File: config.mk
export PLATFORM = sky130hd
export DESIGN_NAME = wslq_rng_unit
export DESIGN_NICKNAME = d
export VERILOG_FILES = /design/src/rtl/wslq_pkg.sv /design/src/rtl/wslq_rng_unit.sv
export SDC_FILE = /design/constraint.sdc
export NUM_CORES = 2
export LEC_CHECK = 0
export BUFFER_PORTS_ARGS = -buffer_cell sky130_fd_sc_hd__buf_2
export CAP_MARGIN = 0
export CORE_UTILIZATION = 40
export DETAILED_ROUTE_END_ITERATION = 8
export PLACE_DENSITY = 0.53
export SYNTH_ARGS = -nofsm -noshare
export SYNTH_HDL_FRONTEND = slang
export SYNTH_SLANG_ARGS = --single-unit
export TNS_END_PERCENT = 10
File: constraint.sdc
create_clock -name clk -period 11.29 [get_ports clk]
set_clock_uncertainty 0.2 [all_clocks]
set_input_delay 0 -clock clk [delete_from_list [all_inputs] [get_ports clk]]
set_output_delay 0 -clock clk [all_outputs]
set_load 0.02 [all_outputs]
File: src/rtl/wslq_pkg.sv
package wslq_pkg;

  localparam int NUM_LANES_DEF   = 16;
  localparam int QUEUE_DEPTH_DEF = 256;

  localparam int JOB_W  = 64;
  localparam int LANE_W = 4;
  localparam int CFG_W  = 5;
  localparam int STAT_W = 2;

  localparam logic [CFG_W-1:0] ACTIVE_RESET = 5'd8;

  localparam logic [63:0] RNG_MULT  = 64'h2545_F491_4F6C_DD1D;
  localparam logic [63:0] SEED_BASE = 64'h9E37_79B9_7F4A_7C15;
  localparam logic [63:0] SEED_STEP = 64'h0F1E_2D3C_4B5A_6978;

  localparam int XS_SHIFT_A = 12;
  localparam int XS_SHIFT_B = 25;
  localparam int XS_SHIFT_C = 27;

  // Bits of the dividend retired per cycle by the remainder unit.
  localparam int MOD_BITS = 4;

  typedef enum logic [STAT_W-1:0] {
    ST_DONE     = 2'd0,
    ST_FULL     = 2'd1,
    ST_EMPTY    = 2'd2,
    ST_BAD_LANE = 2'd3
  } status_t;

  typedef enum logic [2:0] {
    S_IDLE,
    S_DISPATCH,
    S_RAND,
    S_SWEEP,
    S_READ
  } ctrl_state_t;

  typedef enum logic [1:0] {
    U_IDLE,
    U_MUL,
    U_MOD,
    U_DONE
  } unit_phase_t;

  function automatic logic [63:0] xorshift_step(input logic [63:0] s);
    logic [63:0] v;
    v = s ^ (s >> XS_SHIFT_A);
    v = v ^ (v << XS_SHIFT_B);
    v = v ^ (v >> XS_SHIFT_C);
    return v;
  endfunction

  function automatic logic [63:0] seed_for(input int unsigned i);
    return SEED_BASE + 64'(i) * SEED_STEP;
  endfunction

endpackage

File: src/rtl/wslq_rng_unit.sv
module wslq_rng_unit #(
  parameter int NUM_LANES = 16
) (
  input  logic                           clk,
  input  logic                           rst_n,
  input  logic                           start,
  input  logic [63:0]                    seed,
  input  logic [$clog2(NUM_LANES+1)-1:0] divisor,
  output logic                           done,
  output logic [$clog2(NUM_LANES)-1:0]   pick
);

  import wslq_pkg::*;

  localparam int CW        = $clog2(NUM_LANES + 1);
  localparam int LW        = $clog2(NUM_LANES);
  localparam int MOD_STEPS = 64 / MOD_BITS;
  localparam int STEP_W    = $clog2(MOD_STEPS);

  localparam logic [STEP_W-1:0] STEP_ONE = STEP_W'(1);
  localparam logic [STEP_W-1:0] STEP_TWO = STEP_W'(2);
  localparam logic [STEP_W-1:0] MUL_LAST = STEP_W'(3);
  localparam logic [STEP_W-1:0] MOD_LAST = STEP_W'(MOD_STEPS - 1);

  unit_phase_t       phase_r, phase_nxt;
  logic [STEP_W-1:0] step_r, step_nxt;
  logic [63:0]       seed_r;
  logic [63:0]       prod_r;
  logic [63:0]       acc_r;
  logic [63:0]       acc_mul_nxt;
  logic [31:0]       mul_a;
  logic [31:0]       mul_b;
  logic [63:0]       mul_p;
  logic [CW-1:0]     div_r;
  logic [CW-1:0]     rem_r, rem_nxt;

  // Next phase
  always_comb begin
    phase_nxt = phase_r;
    case (phase_r)
      U_IDLE: begin
        if (start) phase_nxt = U_MUL;
      end
      U_MUL: begin
        if (step_r == MUL_LAST) phase_nxt = U_MOD;
      end
      U_MOD: begin
        if (step_r == MOD_LAST) phase_nxt = U_DONE;
      end
      U_DONE: begin
        phase_nxt = U_IDLE;
      end
      default: begin
        phase_nxt = U_IDLE;
      end
    endcase
  end

  // Phase outputs
  always_comb begin
    done = 1'b0;
    case (phase_r)
      U_DONE:  done = 1'b1;
      default: done = 1'b0;
    endcase
  end

  assign step_nxt = (phase_nxt != phase_r) ? '0 : step_r + 1'b1;

  // Low 64 bits of seed * multiplier from three 32x32 partial products
  assign mul_a = (step_r == STEP_ONE) ? seed_r[63:32] : seed_r[31:0];
  assign mul_b = (step_r == STEP_TWO) ? RNG_MULT[63:32] : RNG_MULT[31:0];
  assign mul_p = {32'd0, mul_a} * {32'd0, mul_b};

  assign acc_mul_nxt = (step_r == STEP_ONE) ? prod_r
                                            : {acc_r[63:32] + prod_r[31:0], acc_r[31:0]};

  // Restoring remainder, MOD_BITS dividend bits per cycle
  always_comb begin
    logic [CW:0]   trial;
    logic [CW-1:0] rem_w;
    rem_w = rem_r;
    for (int k = 0; k < MOD_BITS; k++) begin
      trial = {rem_w, acc_r[63-k]};
      if (trial >= {1'b0, div_r}) begin
        trial = trial - {1'b0, div_r};
      end
      rem_w = trial[CW-1:0];
    end
    rem_nxt = rem_w;
  end

  always_ff @(posedge clk) begin
    if (!rst_n) begin
      phase_r <= U_IDLE;
      step_r  <= '0;
    end else begin
      phase_r <= phase_nxt;
      step_r  <= step_nxt;
    end
  end

  always_ff @(posedge clk) begin
    if (phase_r == U_IDLE && start) begin
      seed_r <= seed;
      div_r  <= divisor;
    end
    if (phase_r == U_MUL) begin
      prod_r <= mul_p;
      rem_r  <= '0;
      if (step_r != '0) begin
        acc_r <= acc_mul_nxt;
      end
    end
    if (phase_r == U_MOD) begin
      acc_r <= acc_r << MOD_BITS;
      rem_r <= rem_nxt;
    end
  end

  assign pick = LW'(rem_r);

endmodule

==> run summary <==
Outcome: complete, no violations
CTS Root Buffer Type: clkbuf_16
Async S/R FF share, synth: 0%
Register bit total from synthesis: 207
Number of diodes: 0
Seq/Total Area, Yosys: 18.2%
Clock Sinks: 207
DIE WIDTH: 292 um
DP HPWL: 79400 um
Tightest Pin Transition: 1.14 ns
Gpl congestion: 0.929
Top Family by Delay on Critical Path: adder cells
Count of pins over their slew limit: 0
Layout cells sized above 1: 6.15%
TritonCTS buffer count: 26
Mean area per synthesized cell: 10.1 sq um
Initial DRC count: 1388
Data required, critical path: 11.43 ns
Vias: 22900
CTS max path bufs: 3
Layout area overhead: 12.6%
Fill cells: 7882
Starting Density: 40.7%
Die Area: 85200 sq um
Remaining DRCs: 0
Relative max-transition margin: 21.8%
Global-route wire length before repair: 144000 um
Post-detailed-route wirelength per cell: 20.2 um
Synthesized cell area: 33600 sq um
Final Critical Period: 10.23 ns
Most common cell in the netlist: inv_1
Reg clk slew, reported paths: 0.06 ns
Clk Latency, worst-skew pair: 0.59 ns
Max Cap Viol: 0
Distinct cells, synth: 78
Top cell type's share of synthesized area: 34.7%
# nets final: 4689
Utilization after layout: 45.8%
Crit path launch type: flip-flop
Synth Instances: 3315
Slowest-stage cell, CP: nor3_1
Htree depth: 1
Ports: 77
All-Layer GR Usage: 22.6%
Final setup fails: 0
Worst EP arrival: 10.37 ns
Vias in the first global route: 24500
WP buf/inv: 3
Fin. Hold Viols: 0
Critical path class: flip-flop to flip-flop
Fmax: 97.8 MHz
Number of synthesized flops with an enable pin: 197
Hold Path Sink: phase_r[0]$_SDFF_PN0_
Largest stage delay, worst path: 0.64 ns
HP Class: primary input to flip-flop
Critical path capture point type: flip-flop
Hold Path Origin: start
Setup fix buffers added after clock tree synthesis: 0
Pre-antenna DRT Iters: 7
Crit-path max FO: 15
Setup TNS: 0 ns
Row count: 105
R2r startpoint: step_r[3]$_SDFF_PP0_
DIE HEIGHT: 292 um
Synth Flop Type: edfxtp_1
Placeable Area: 82600 sq um
Post-CTS resize count: 0
Tcrit/Tclk final: 90.6%
Hold buffer count at cts: 142
Largest net degree at the start of global routing: 106
Hold path cells: 4
Synth top cells by count: 871 x inv_1, 582 x fa_1, 443 x ha_1, 233 x nand2_1, 197 x edfxtp_1
Port Buffers: 76
TritonCTS clock tree: yes
DR vias/cell: 4.90
RSZ-0062 raised after global routing: false
Worst r2r dst: prod_r[61]$_DFFE_PP_
Yosys warns: 0
Initial antenna violation count: 2
Post-synth top area cell: fa_1
R2R cell count: 28
FF-to-FF setup slack: 1.06 ns
Top cells by area, synth: fa_1 35%, edfxtp_1 18%, ha_1 16%, inv_1 9.7%, nand2_1 2.6%
CP most frequent cell: fa_1
Routed WL: 94600 um
GRT overflow: 0
Final ANT Viol Nets: 0
## worst max-delay path by stage
stage	start	end	slack, ns	cells past startpoint
after floorplan	step_r[3]$_SDFF_PP0_	prod_r[56]$_DFFE_PP_	1.75	34
after global placement	step_r[2]$_SDFF_PP0_	prod_r[61]$_DFFE_PP_	1.23	28
after detailed placement	step_r[3]$_SDFF_PP0_	prod_r[61]$_DFFE_PP_	1.09	28
after CTS	step_r[3]$_SDFF_PP0_	prod_r[61]$_DFFE_PP_	1.06	28
after global routing	step_r[2]$_SDFF_PP0_	prod_r[61]$_DFFE_PP_	0.47	28
final	step_r[3]$_SDFF_PP0_	prod_r[61]$_DFFE_PP_	1.06	28
## metrics by stage
| stage | area (sq um) | hold WS, ns | setup slack [ns] | cells |
|---|---|---|---|---|
| after floorplan | 33800 | -0.101 | 1.75 | 3371 |
| after global placement | 35600 | -0.0242 | 1.23 | 4492 |
| after detailed placement | 35600 | -0.0219 | 1.09 | 4492 |
| after CTS | 37800 | 0.148 | 1.06 | 4682 |
| after global routing | 37800 | 0.178 | 0.473 | 4682 |
| final | 37800 | 0.171 | 1.06 | 4682 |
## cells by family (layout without fill, tap and decap cells)
group,count (synthesis),count (layout),synth area share [%]
adder cells (fa/ha/maj),1025,1025,51.2
buffers and inverters,942,1183,10.7
AND/OR/NAND/NOR,535,535,6.97
AO/OA/AOI/OAI,429,429,8.18
flip-flops,207,207,18.2
XOR/XNOR,132,132,3.44
multiplexers,43,43,1.37
other,2,58,0.0223
## worst reg2reg max path, delay by kind of cell (launching register included)
family | cells | cell delay [ns]
adders and majority gates | 9 | 4.02
and+or+nand+nor | 6 | 2.70
AOI/OAI and AO/OA | 8 | 1.64
muxes | 1 | 0.57
buffers and inverters | 3 | 0.38
DFF | 1 | 0.33
xor gates and xnor gates | 1 | 0.14
## sequential cells by signal, summed over array words and instances (netlist names)
| signal | count |
|---|---|
| acc_r | 64 |
| div_r | 5 |
| step_r | 4 |
| seed_r | 64 |
| prod_r | 63 |
| rem_r | 5 |
| phase_r | 2 |
## cell type report
class | instances | area [sq um] | area share, %
Tap cell | 1070 | 1340 | 3.54
Timing Repair Buffer | 260 | 2120 | 5.59
Clock inverter | 17 | 159 | 0.420
Clock buffer | 31 | 669 | 1.77
Multi-Input combinational cell | 2222 | 24200 | 63.8
Inverter | 875 | 3280 | 8.68
Sequential cell | 207 | 6120 | 16.2
## metal layers
metal | share of wire (%) | vias up | track usage [%]
met1 | 44 | 11400 | 30.2
met4 | 3.5 | 2 | 7.27
met2 | 47 | 529 | 37.4
met5 | 0.013 | - | 0
li1 | - | 10900 | -
met3 | 5.5 | 117 | 3.79
## layout by cell type (no fill, tap or decap), drive strengths merged, types with 31 or more instances in the layout
cell type	count
clkbuf	31
inv	876
fa	582
conb	58
xnor2	90
a21o	54
nor2	161
nand2	234
ha	443
buf	118
o21ai	106
dlygate4sd3	142
edfxtp	197
a21oi	140
xor2	42
Power is not shown: default switching activity piles up to over one toggle a cycle in this logic, so the estimate is an artifact.
